--- src/sv/hlca_pkg.sv ---
// Shared types and constants for the header list chunk allocator.
`timescale 1ns / 1ps
package hlca_pkg;

    localparam logic [15:0] FREE_MARK   = 16'h8000;
    localparam logic [14:0] OFFSET_MASK = 15'h7FFF;

    localparam logic CMD_ALLOC = 1'b0;
    localparam logic CMD_FREE  = 1'b1;

    localparam logic [1:0] ST_OK        = 2'd0;
    localparam logic [1:0] ST_NOSPACE   = 2'd1;
    localparam logic [1:0] ST_NOTFOUND  = 2'd2;

    localparam logic [2:0] REG_BUFFER_WORDS = 3'd0;

    typedef struct packed {
        logic        cmd;
        logic [14:0] size_words;
        logic [14:0] chunk_offset;
    } t_req;

    typedef struct packed {
        logic [1:0]  status;
        logic [14:0] result_offset;
    } t_res;

endpackage

--- src/sv/hlca_ram.sv ---
// Generic single-write, single-read synchronous RAM with registered read.
`timescale 1ns / 1ps
module hlca_ram #(
    parameter int WIDTH = 16,
    parameter int DEPTH = 64
) (
    input  logic                     i_clk,
    input  logic                     i_we,
    input  logic [$clog2(DEPTH)-1:0] i_waddr,
    input  logic [WIDTH-1:0]         i_wdata,
    input  logic [$clog2(DEPTH)-1:0] i_raddr,
    output logic [WIDTH-1:0]         o_rdata
);

    logic [WIDTH-1:0] r_mem [DEPTH];
    logic [WIDTH-1:0] r_rdata;

    always_ff @(posedge i_clk) begin
        if (i_we) begin
            r_mem[i_waddr] <= i_wdata;
        end
        r_rdata <= r_mem[i_raddr];
    end

    assign o_rdata = r_rdata;

endmodule

--- src/sv/header_list_chunk_allocator.sv ---
// Top level: header list chunk allocator with table RAM and command sequencer.
//
// Usage: pulse start with i_req while busy is low; the command is taken at that
// edge and busy rises unless it is rejected in idle. When done, o_done is high
// for one cycle with o_result, and busy falls in the same cycle, so a new
// command may follow at once. Results cannot be held off by the receiver;
// they are valid only while o_done. Allocate scans the list until a free
// entry fits, else appends at the end; a split inserts a new entry there and
// shifts the later entries up. Free scans for the entry, compacts the list
// after a merge, or drops trailing free entries when it freed the last one.
// The single read port of the header table RAM sets the pace: the scan reads
// one entry per cycle, and a list shift moves each entry by a read then a write state.
// Reset empties the list (entry count zero) and sets buffer_words to 4096;
// RAM needs no clearing pass since entries beyond the count are never read. The
// user must write buffer_words over the APB port at byte address 0 only while idle; the block does not enforce it.
`timescale 1ns / 1ps
module header_list_chunk_allocator
    import hlca_pkg::*;
#(
    parameter int MAX_ENTRIES = 64
) (
    input  logic        i_clk,
    input  logic        i_rst_n,
    input  logic        start,
    output logic        busy,
    input  t_req        i_req,
    output logic        o_done,
    output t_res        o_result,
    input  logic        psel,
    input  logic        penable,
    input  logic        pwrite,
    input  logic [2:0]  paddr,
    input  logic [31:0] pwdata,
    output logic [31:0] prdata,
    output logic        pready
);

    localparam int AW = $clog2(MAX_ENTRIES);
    localparam int CW = $clog2(MAX_ENTRIES + 1);

    typedef enum logic [3:0] {
        S_IDLE, S_ASCAN, S_ALAST, S_AEND, S_INSR, S_INSW,
        S_FSCAN, S_FNEXT, S_FTAIL, S_FTRD, S_RMR, S_RMW
    } t_state;

    t_state       r_state, n_state;
    logic [CW-1:0] r_cnt, n_cnt;
    logic [14:0]  r_bw;
    logic [14:0]  r_size, n_size;
    logic [14:0]  r_off, n_off;
    logic [AW-1:0] r_i, n_i;
    logic [15:0]  r_prev, n_prev;
    logic [CW-1:0] r_j, n_j;
    logic [AW-1:0] r_pos, n_pos;
    logic [14:0]  r_val, n_val;
    logic [1:0]   r_k, n_k;
    logic         r_done, n_done;
    t_res         r_res, n_res;

    logic          we;
    logic [AW-1:0] waddr, raddr;
    logic [15:0]   wdata, rdata;

    logic [CW-1:0]      i_nx;
    logic signed [16:0] avail;
    logic [CW:0]        rm_sum;
    logic               pf, nf;

    hlca_ram #(.WIDTH(16), .DEPTH(MAX_ENTRIES)) u_ram (
        .i_clk  (i_clk),
        .i_we   (we),
        .i_waddr(waddr),
        .i_wdata(wdata),
        .i_raddr(raddr),
        .o_rdata(rdata)
    );

    function automatic logic signed [23:0] room_of(
        input logic [14:0] bw, input logic [CW-1:0] n, input logic [14:0] last);
        logic signed [23:0] r;
        r = $signed({7'd0, bw, 2'b00}) - $signed(24'((32'(n) + 32'd2) * 32'd2))
            - $signed({7'd0, last, 2'b00});
        return r;
    endfunction

    assign i_nx   = CW'(r_i) + CW'(1);
    assign avail  = $signed({2'b00, rdata[14:0]}) - $signed({2'b00, r_prev[14:0]});
    assign rm_sum = {1'b0, r_j} + (CW + 1)'(r_k);
    assign pf     = (r_i != '0) && r_prev[15];
    assign nf     = rdata[15];

    always_comb begin
        n_state = r_state;
        n_cnt   = r_cnt;
        n_size  = r_size;
        n_off   = r_off;
        n_i     = r_i;
        n_prev  = r_prev;
        n_j     = r_j;
        n_pos   = r_pos;
        n_val   = r_val;
        n_k     = r_k;
        n_done  = 1'b0;
        n_res   = r_res;
        we      = 1'b0;
        waddr   = r_i;
        wdata   = rdata;
        raddr   = '0;
        case (r_state)
            S_IDLE: begin
                if (start) begin
                    n_size = i_req.size_words;
                    n_off  = i_req.chunk_offset;
                    n_i    = '0;
                    n_prev = '0;
                    if (i_req.cmd == CMD_ALLOC) begin
                        if (i_req.size_words == '0 || r_bw == '0) begin
                            n_done = 1'b1;
                            n_res  = '{status: ST_NOSPACE, result_offset: '0};
                        end else if (r_cnt == '0) begin
                            n_state = S_AEND;
                        end else begin
                            n_state = S_ASCAN;
                        end
                    end else begin
                        if (i_req.chunk_offset == '0 || r_cnt == '0) begin
                            n_done = 1'b1;
                            n_res  = '{status: ST_NOTFOUND, result_offset: '0};
                        end else begin
                            n_state = S_FSCAN;
                        end
                    end
                end
            end
            S_ASCAN: begin
                if (rdata[15] && avail == $signed({2'b00, r_size})) begin
                    we      = 1'b1;
                    waddr   = r_i;
                    wdata   = {1'b0, rdata[14:0]};
                    n_done  = 1'b1;
                    n_res   = '{status: ST_OK, result_offset: rdata[14:0]};
                    n_state = S_IDLE;
                end else if (rdata[15] && avail > $signed({2'b00, r_size})) begin
                    if (r_cnt >= CW'(MAX_ENTRIES)) begin
                        n_done  = 1'b1;
                        n_res   = '{status: ST_NOSPACE, result_offset: '0};
                        n_state = S_IDLE;
                    end else begin
                        raddr   = AW'(r_cnt - CW'(1));
                        n_pos   = r_i;
                        n_val   = r_prev[14:0] + r_size;
                        n_state = S_ALAST;
                    end
                end else begin
                    n_prev = rdata;
                    if (i_nx == r_cnt) begin
                        n_state = S_AEND;
                    end else begin
                        raddr = AW'(i_nx);
                        n_i   = AW'(i_nx);
                    end
                end
            end
            S_ALAST: begin
                if (room_of(r_bw, r_cnt, rdata[14:0]) > 24'sd0) begin
                    n_j     = r_cnt;
                    n_state = S_INSR;
                end else begin
                    n_done  = 1'b1;
                    n_res   = '{status: ST_NOSPACE, result_offset: '0};
                    n_state = S_IDLE;
                end
            end
            S_AEND: begin
                n_state = S_IDLE;
                n_done  = 1'b1;
                if (r_cnt < CW'(MAX_ENTRIES) && room_of(r_bw, r_cnt, r_prev[14:0])
                        >= $signed({7'd0, r_size, 2'b00})) begin
                    we    = 1'b1;
                    waddr = AW'(r_cnt);
                    wdata = {1'b0, r_prev[14:0] + r_size};
                    n_cnt = r_cnt + CW'(1);
                    n_res = '{status: ST_OK, result_offset: r_prev[14:0] + r_size};
                end else begin
                    n_res = '{status: ST_NOSPACE, result_offset: '0};
                end
            end
            S_INSR: begin
                if (r_j == CW'(r_pos)) begin
                    we      = 1'b1;
                    waddr   = r_pos;
                    wdata   = {1'b0, r_val};
                    n_cnt   = r_cnt + CW'(1);
                    n_done  = 1'b1;
                    n_res   = '{status: ST_OK, result_offset: r_val};
                    n_state = S_IDLE;
                end else begin
                    raddr   = AW'(r_j - CW'(1));
                    n_state = S_INSW;
                end
            end
            S_INSW: begin
                we      = 1'b1;
                waddr   = AW'(r_j);
                wdata   = rdata;
                n_j     = r_j - CW'(1);
                n_state = S_INSR;
            end
            S_FSCAN: begin
                if (rdata == {1'b0, r_off}) begin
                    if (i_nx == r_cnt) begin
                        n_j     = CW'(r_i);
                        n_state = S_FTAIL;
                    end else begin
                        we      = 1'b1;
                        waddr   = r_i;
                        wdata   = rdata | FREE_MARK;
                        raddr   = AW'(i_nx);
                        n_state = S_FNEXT;
                    end
                end else begin
                    n_prev = rdata;
                    if (i_nx == r_cnt) begin
                        n_done  = 1'b1;
                        n_res   = '{status: ST_NOTFOUND, result_offset: '0};
                        n_state = S_IDLE;
                    end else begin
                        raddr = AW'(i_nx);
                        n_i   = AW'(i_nx);
                    end
                end
            end
            S_FNEXT: begin
                if (!pf && !nf) begin
                    n_done  = 1'b1;
                    n_res   = '{status: ST_OK, result_offset: '0};
                    n_state = S_IDLE;
                end else begin
                    n_j     = CW'(r_i) - CW'(pf);
                    n_k     = 2'(pf) + 2'(nf);
                    n_state = S_RMR;
                end
            end
            S_RMR: begin
                if (rm_sum >= (CW + 1)'(r_cnt)) begin
                    n_cnt   = r_cnt - CW'(r_k);
                    n_done  = 1'b1;
                    n_res   = '{status: ST_OK, result_offset: '0};
                    n_state = S_IDLE;
                end else begin
                    raddr   = AW'(rm_sum);
                    n_state = S_RMW;
                end
            end
            S_RMW: begin
                we      = 1'b1;
                waddr   = AW'(r_j);
                wdata   = rdata;
                n_j     = r_j + CW'(1);
                n_state = S_RMR;
            end
            S_FTAIL: begin
                if (r_j != '0 && r_prev[15]) begin
                    if (r_j == CW'(1)) begin
                        n_cnt   = '0;
                        n_done  = 1'b1;
                        n_res   = '{status: ST_OK, result_offset: '0};
                        n_state = S_IDLE;
                    end else begin
                        raddr   = AW'(r_j - CW'(2));
                        n_j     = r_j - CW'(1);
                        n_state = S_FTRD;
                    end
                end else begin
                    n_cnt   = r_j;
                    n_done  = 1'b1;
                    n_res   = '{status: ST_OK, result_offset: '0};
                    n_state = S_IDLE;
                end
            end
            S_FTRD: begin
                n_prev  = rdata;
                n_state = S_FTAIL;
            end
            default: begin
                n_state = S_IDLE;
            end
        endcase
    end

    always_ff @(posedge i_clk) begin
        if (!i_rst_n) begin
            r_state <= S_IDLE;
            r_cnt   <= '0;
            r_bw    <= 15'd4096;
            r_done  <= 1'b0;
        end else begin
            r_state <= n_state;
            r_cnt   <= n_cnt;
            r_done  <= n_done;
            if (psel && penable && pwrite && paddr[2] == REG_BUFFER_WORDS[2]) begin
                r_bw <= pwdata[14:0];
            end
        end
        r_size <= n_size;
        r_off  <= n_off;
        r_i    <= n_i;
        r_prev <= n_prev;
        r_j    <= n_j;
        r_pos  <= n_pos;
        r_val  <= n_val;
        r_k    <= n_k;
        r_res  <= n_res;
    end

    assign busy     = (r_state != S_IDLE);
    assign o_done   = r_done;
    assign o_result = r_res;
    assign pready   = 1'b1;
    assign prdata   = (paddr[2] == REG_BUFFER_WORDS[2]) ? {17'd0, r_bw} : 32'd0;

    a_cnt_bound: assert property (@(posedge i_clk) disable iff (!i_rst_n)
        r_cnt <= CW'(MAX_ENTRIES))
        else $error("entry count above table depth");

    a_done_after_busy: assert property (@(posedge i_clk) disable iff (!i_rst_n)
        o_done |-> ($past(busy) || $past(start)))
        else $error("result without a command");

    a_fail_zero: assert property (@(posedge i_clk) disable iff (!i_rst_n)
        (o_done && o_result.status != ST_OK) |-> (o_result.result_offset == '0))
        else $error("failed result carries an offset");

    a_take_busy: assert property (@(posedge i_clk) disable iff (!i_rst_n)
        (start && !busy && i_req.cmd == CMD_ALLOC && i_req.size_words != '0
            && r_bw != '0) |=> busy)
        else $error("allocate did not start");

endmodule

--- config.mk ---
export PLATFORM = sky130hd
export DESIGN_NAME = header_list_chunk_allocator
export DESIGN_NICKNAME = d
export VERILOG_FILES = /design/src/sv/hlca_pkg.sv /design/src/sv/hlca_ram.sv /design/src/sv/header_list_chunk_allocator.sv
export SDC_FILE = /design/constraint.sdc
export NUM_CORES = 2
export LEC_CHECK = 0
export BUFFER_PORTS_ARGS = -buffer_cell sky130_fd_sc_hd__buf_2
export CORE_ASPECT_RATIO = 0.7
export CORE_MARGIN = 2
export CORE_UTILIZATION = 55
export DETAILED_ROUTE_END_ITERATION = 12
export PLACE_DENSITY_LB_ADDON = 0.2
export SLEW_MARGIN = 20
export SYNTH_ARGS = -nofsm -noshare
export SYNTH_HDL_FRONTEND = slang
export SYNTH_SLANG_ARGS = --single-unit
--- constraint.sdc ---
create_clock -name i_clk -period 7.9 [get_ports i_clk]
set_input_delay 0.395 -clock i_clk [delete_from_list [all_inputs] [get_ports i_clk]]
set_output_delay 0.395 -clock i_clk [all_outputs]
set_load 0.02 [all_outputs]
==> After elaboration in Yosys (flattened, before gate mapping) <==
Memory sizes are Yosys's and may differ from the RTL's. A register that Yosys moved wholly into a read port is not among the register bits.
Cells that the tools add are included.
W data, S select, Z words.
{ "classes": {"add_sub_neg": 16, "reduce_logical": 36, "n_bitwise": 4, "n_lt_le_gt_ge": 6, "eq_ne": 40, "muxes": 102} }
{ "ops": {"columns": ["cell", "count"], "rows": [
  ["$mux W17", 15],
  ["$mux W16", 10],
  ["$pmux W17 S9", 1],
  ["$pmux W16 S4", 2],
  ["$mux W6", 15],
  ["$mux W7", 11],
  ["$mux W4", 14],
  ["$logic_not A15 Y1", 3],
  ["$pmux W4 S11", 1],
  ["$pmux W7 S6", 1],
  ["$sub A18 B18 Y19", 2],
  ["$pmux W6 S3", 2],
  ["$ne A2 B2 Y1 const B", 15],
  ["$pmux W6 S5", 1],
  ["$pmux W7 S4", 1],
  ["$gt A24 B1 Y1 const B", 1],
  ["$ne A3 B3 Y1 const B", 8],
  ["$mux W1", 21],
  ["$reduce_and A5 Y1", 4],
  ["$ge A19 B18 Y1", 1],
  ["$sub A17 B9 Y18", 1],
  ["$eq A16 B15 Y1", 1],
  ["$eq A16 B16 Y1", 1],
  ["$eq A4 B3 Y1 const B", 4],
  ["other kinds (44)", 68]
]} }
{ "totals": {"ff_bits": 126, "n_memories": 1, "elab_cells": 219, "input_bits": 72, "out_inout_bits": 52, "mem_bits_rw": 1024} }
{ "memory_table": {"columns": ["name", "words", "word_bits", "read_ports", "rd_clocked_by_memory_dff", "wr", "line", "text"], "rows": [
  ["u_ram.r_mem", 64, 16, 1, 1, 1, "hlca_ram.sv:15", "logic [WIDTH-1:0] r_mem [DEPTH];"]
]} }

==> Longest topological paths before layout <==
{ "depth": {"word_depth": 9, "depth_mapped": 35, "depth_no_buf": 33} }

==> By module <==
From an unflattened synthesis, not the netlist that was laid out.
{ "hier_totals": {"hier_cells": 3226, "area_unflattened_um2": 52193.8} }
{ "modules_own_cells": {"columns": ["module", "instances", "seq_area_each_um2", "area_per_inst_um2", "cells_per_inst"], "rows": [
  ["hlca_ram", 1, 31069.8, 39978.3, 1820],
  ["header_list_chunk_allocator", 1, 3513.4, 12215.5, 1406]
]} }

==> Worst setup path before layout <==
No wires, ideal clock.
{ "synth_timing": {"kind": "reg2reg", "from": "reg r_cnt[1]", "to": "mem u_ram.r_mem[51][0] (enable)", "stages_incl_launch_ff": 35, "t_arrival_ns": 7.250, "setup_ns": 0.389, "t_required_ns": 7.511, "slack_ns": 0.261, "path_cell_list": "dfxtp_1 clkbuf_1 inv_1 ha_1 inv_1 ha_1 a21o_1 a21o_1 a21o_1 a21o_1 a21o_1 nand2_1 nand2_1 nand2_1 nand2_1 ha_1 a21o_1 a21oi_1 a21boi_0 nor2b_1 o21ai_0 o21ai_0 o21ai_0 nor2b_1 xnor2_1 ha_1 o21ai_0 nor4b_1 or4_1 o21ai_2 o31ai_1 or2_2 or3_1 clkbuf_1 nor2_1"} }
{ "synth_between": {"elab_chain_cells": 9, "elab_cells_between_ends": 15, "classes_between": "add/sub (3); order compare (2); eq/ne (1); mux (8); reduce/logical (1)"} }
{ "synth_rtl": {"columns": ["item", "line", "text"], "rows": [
  ["from (decl)", "header_list_chunk_allocator.sv:47", "logic [CW-1:0] r_cnt, n_cnt;"],
  ["from (signal assigned)", "header_list_chunk_allocator.sv:299", "r_cnt <= n_cnt;"],
  ["$add A7 B2 Y8", "header_list_chunk_allocator.sv:81", "r = $signed({7'd0, bw, 2'b00}) - $signed(24'((32'(n) + 32'd2) * 32'd2))"],
  ["$sub A17 B9 Y18", "header_list_chunk_allocator.sv:81", null],
  ["$sub A18 B18 Y19", "header_list_chunk_allocator.sv:82", "- $signed({7'd0, last, 2'b00});"],
  ["$ge A19 B18 Y1", "header_list_chunk_allocator.sv:178", ">= $signed({7'd0, r_size, 2'b00})) begin"],
  ["$logic_and A1 B1 Y1", "header_list_chunk_allocator.sv:177", "if (r_cnt < CW'(MAX_ENTRIES) && room_of(r_bw, r_cnt, r_prev[14:0])"],
  ["$mux W1", "header_list_chunk_allocator.sv:177", null],
  ["$pmux W1 S5", "header_list_chunk_allocator.sv:109", "case (r_state)"],
  ["$mux W1", "hlca_ram.sv:19", "if (i_we) begin"],
  ["$mux W1 (implied by the code)", "hlca_ram.sv:20", "r_mem[i_waddr] <= i_wdata;"],
  ["to (decl)", "hlca_ram.sv:15", null]
]} }
Several ways; a longest one is shown, not always the timed one.

==> Final worst setup path <==
{ "layout_timing": {"from": "reg r_prev[0]", "to": "reg u_ram.r_rdata[11] (netlist: u_ram.o_rdata[11]) (read register of u_ram.r_mem)"} }
{ "layout_between": {"elab_chain_cells": 6, "elab_cells_between_ends": 8, "classes_between": "add/sub (1); order compare (1); eq/ne (1); mux (3); reduce/logical (2)"} }
{ "layout_rtl": {"columns": ["item", "line", "text"], "rows": [
  ["from (decl)", "header_list_chunk_allocator.sv:52", "logic [15:0] r_prev, n_prev;"],
  ["from (signal assigned)", "header_list_chunk_allocator.sv:308", "r_prev <= n_prev;"],
  ["$sub A15 B15 Y16 (*)", "header_list_chunk_allocator.sv:87", "assign avail = $signed({2'b00, rdata[14:0]}) - $signed({2'b00, r_prev[14:0]});"],
  ["$gt A16 B16 Y1", "header_list_chunk_allocator.sv:143", "end else if (rdata[15] && avail > $signed({2'b00, r_size})) begin"],
  ["$logic_and A1 B1 Y1", "header_list_chunk_allocator.sv:143", null],
  ["$mux W6", "header_list_chunk_allocator.sv:143", null],
  ["$mux W6 (*)", "header_list_chunk_allocator.sv:136", "if (rdata[15] && avail == $signed({2'b00, r_size})) begin"],
  ["$pmux W6 S5 (*)", "header_list_chunk_allocator.sv:109", null],
  ["to (decl)", "hlca_ram.sv:16", "logic [WIDTH-1:0] r_rdata;"]
]} }
Every way passes the cells marked *; elsewhere a longest branch is shown, timed or not.
A chain may end at the register's enable or synchronous reset.

==> results.md <==
* Status: finished, final reports clean
* H-tree depth at 3
* Leak pwr at 22.34 nW
* Pre-Repair DR Iteration Count at 8
* Number of synthesized flops with an enable pin at 1,123
* Root Driver: clkbuf_16
* Slew @ Worst Pin at 1158 ps
* CTS tree: built
* Most common cell after layout, fill and taps aside: edfxtp_1
* Clock Skews at 32.13 ps
* DP Cell Count at 5,615
* Average cell area after synthesis at 12.61 sq um
* Worst skew pair latency at 730 ps
* Fmax at 0.1298 GHz
* Reg2Reg Launch Point: r_prev[0]$_SDFFCE_PN0P_
* Syn. warnings at 0
* Initial Util at 0.5548
* Pin count of the biggest net entering global routing at 75
* RR Endpoint: u_ram.o_rdata[11]$_DFF_P_
* Sequential element share of the synthesized area at 0.6498
* Clock transition at path regs at 70 ps
* Post-synthesis cell type count at 87
* R2R setup slack at 200 ps
* # DRC at 0
* Worst EP required at 8480 ps
* Max-cap violations at 0
* Layout cell share with drive strength beyond 1 at 0.1400
* Drt via density at 6.420
* Post-Syn Area at 53,220 sq um
* Number of global-route vias before repair at 34.78k
* Min Clock Period, post-route at 7703 ps
* CTS Buf Count at 108
* Grt total ovfl at 0
* WL/cell at 27.48 um
* Vias at 37.65k
* Die Height at 264.3 um
* Final ANT Viol Nets at 0
* Final number of setup-violating endpoints at 0
* Crit-path max cell delay at 490 ps
* Worst Hold Path EP: o_result[16]$_DFFE_PP_
* Nets at 4,722
* Worst Setup End Kind: flip-flop
* Sw frac at 0.4430
* Worst Slack Setup Final at 196.8 ps
* Reg2reg path depth at 30
* VDD IR max at 0.4069 mV
* Port bufs at 86
* Rel. slew slack at 0.2214
* Placer Congestion at 0.9905
* Synth area leader: edfxtp_1
* Synth top area cells: edfxtp_1 (63%), nand2_1 (4.4%), and3_1 (3.7%)
* Post-Syn Instances at 4,220
* Starting DRT DRC Count at 5,519
* Min-delay src: i_req[30]
* Max Slew Vio Count at 0
* Crit share post-route at 0.9751
* Setup TNS at 0 ps
* Sequential share of power at 0.296
* Top FF cell, synth: edfxtp_1
* Most frequent cells in the layout: edfxtp_1 (1,123), nand2_1 (626), and3_1 (317)
* CORE AREA at 95,920 sq um
* FP Rows at 95
* Crit Path Class: reg -> reg
* Max FO, Critical Path at 46
* DP Wirelength at 104,600 um
* Die width at 375.8 um
* Initial antenna violation count at 2
* Hold slack final at 121.1 ps
* Final WL at 161,100 um
* Final cell count without fillers at 5,864
* Crit path launch type: flip-flop
* All-layer global routing usage at 0.3203
* Worst slack, placed at 85.45 ps
* First-pass GRT wire length at 233,300 um
* Clock Tree Buf Depth at 3
* CTS sink cnt at 1,166
* HP Class: in -> reg
* Pwr dens at 476.6 nW/um^2
* Die area at 99,310 sq um
* Async SR Flop Fraction at 0
* Switching pwr at 12.98 mW
* Int Pwr at 16.32 mW
* Post-synth top area share at 0.6336
* Clock power share at 0.176
* Final Hold Viols at 0
* Logic pwr share at 0.528
* Most used cell along the critical path: a21oi_1
* Synthesis-stage register bit count at 1,166
* Slowest cell on crit path: nor4_2
* I/O Pins at 124
* Hold Path Cell Cnt at 3
* Area Growth Syn to Fin at 15.49%
* Unrepaired setup endpoints after global routing: true
* Critical path data arrival time at 8290 ps
[layer usage]
metal / global-route usage / routed length, um / share of wire / vias to the layer above
li1: - / - / - / 16666
met1: 0.5103 / 70910 / 0.44 / 18512
met2: 0.4153 / 63360 / 0.39 / 2234
met3: 0.1104 / 23410 / 0.15 / 232
met4: 0.07153 / 3289 / 0.020 / 4
met5: 0.01113 / 167 / 0.0010 / -
[final cells by class]
class | instances | area [sq um]
clock buffer | 130 | 2828
inverter | 105 | 394.1
clock inverter | 67 | 579.3
fill | 7183 | 34460
tap | 1261 | 1578
antenna | 3 | 7.507
timing repair buffer | 455 | 4350
sequential | 1166 | 34580
multi-input combinational | 2677 | 17150
[timing repair]
item | CTS | global route
resized for setup | 0 | 30
hold endpoints to repair | 48 | 0
setup endpoints to repair | 0 | 1998
hold buffers | 47 | 0
setup buffers | 0 | 1
[critical path: cells and delay by family, from the launching register on]
family | cells | cell delay (ps)
flip-flops | 1 | 440
AND/OR/NAND/NOR | 6 | 1670
AO/OA/AOI/OAI | 17 | 3640
adder cells (fa/ha/maj) | 3 | 920
buffers and inverters | 3 | 640
XOR/XNOR | 1 | 90
[worst max path at each step]
stage	from	to	cells past startpoint	slack, ps
floorplan	r_cnt[1]$_SDFFE_PN0P_	u_ram.r_mem[51][0]$_DFFE_PP_	34	260
global placement	r_cnt[2]$_SDFFE_PN0P_	u_ram.r_mem[58][14]$_DFFE_PP_	33	150
detailed placement	r_cnt[2]$_SDFFE_PN0P_	u_ram.r_mem[33][6]$_DFFE_PP_	34	90
CTS	r_cnt[2]$_SDFFE_PN0P_	u_ram.r_mem[33][0]$_DFFE_PP_	34	10
global route	r_prev[0]$_SDFFCE_PN0P_	u_ram.o_rdata[14]$_DFF_P_	31	-30
finish	r_prev[0]$_SDFFCE_PN0P_	u_ram.o_rdata[11]$_DFF_P_	30	200
[sequential cells by signal, indices dropped and copies added, names as in the netlist]
register / cells
r_bw: 15
r_size: 15
r_cnt: 7
o_done: 1
r_j: 7
u_ram.o_rdata: 16
o_result: 17
r_i: 6
r_off: 15
r_k: 2
r_val: 15
r_pos: 6
r_state: 4
u_ram.r_mem: 1024
r_prev: 16
[metrics by stage]
| stage | power [mW] | cell area [sq um] | utilization |
|---|---|---|---|
| 2_1_floorplan | 17.57 | 53280 | - |
| 3_3_place_gp | 23.47 | 57420 | 0.5986 |
| 3_5_place_dp | 23.69 | 57420 | 0.5986 |
| 4_1_cts | 28.84 | 61300 | 0.6390 |
| 5_1_grt | 30.55 | 61460 | 0.6407 |
| 6_report | 29.30 | 61470 | 0.6408 |
[cells in the mapped netlist, types with 27 or more instances]
| master | n |
|---|---|
| nand2_1 | 630 |
| edfxtp_1 | 1123 |
| o211ai_1 | 31 |
| xor2_1 | 53 |
| a311oi_1 | 68 |
| nor2_1 | 190 |
| nor2b_1 | 32 |
| buf_2 | 66 |
| a211oi_1 | 250 |
| a31oi_1 | 75 |
| ha_1 | 130 |
| o21a_1 | 30 |
| inv_1 | 103 |
| nor3_1 | 42 |
| o21ai_0 | 53 |
| xnor2_1 | 63 |
| buf_4 | 32 |
| o221ai_1 | 37 |
| nor4_1 | 35 |
| and3_1 | 317 |
| nor3b_1 | 65 |
| clkbuf_1 | 167 |
| a21oi_1 | 106 |
| dfxtp_1 | 43 |
| or3_1 | 27 |
| nand3_1 | 81 |
| a21o_1 | 32 |
[cells by family after synthesis]
| family | after synthesis | synth area share |
|---|---|---|
| and+or+nand+nor | 1502 | 0.1380 |
| adders and majority gates | 137 | 0.03319 |
| other | 2 | 0.0001411 |
| buffers and inverters | 394 | 0.03343 |
| AOI/OAI and AO/OA | 865 | 0.1187 |
| xor gates and xnor gates | 117 | 0.01951 |
| DFF | 1166 | 0.6498 |
| muxes | 37 | 0.007335 |
[power by group through the flow]
stage	registers (mW)	clock network (mW)	logic, mW
after floorplan	8.69	0	8.88
after global placement	8.78	0	14.7
after detailed placement	8.78	0	14.9
after CTS	8.65	5.18	15.0
after global routing	8.68	5.39	16.5
final	8.68	5.14	15.5
(Power assumes the default switching activity.)
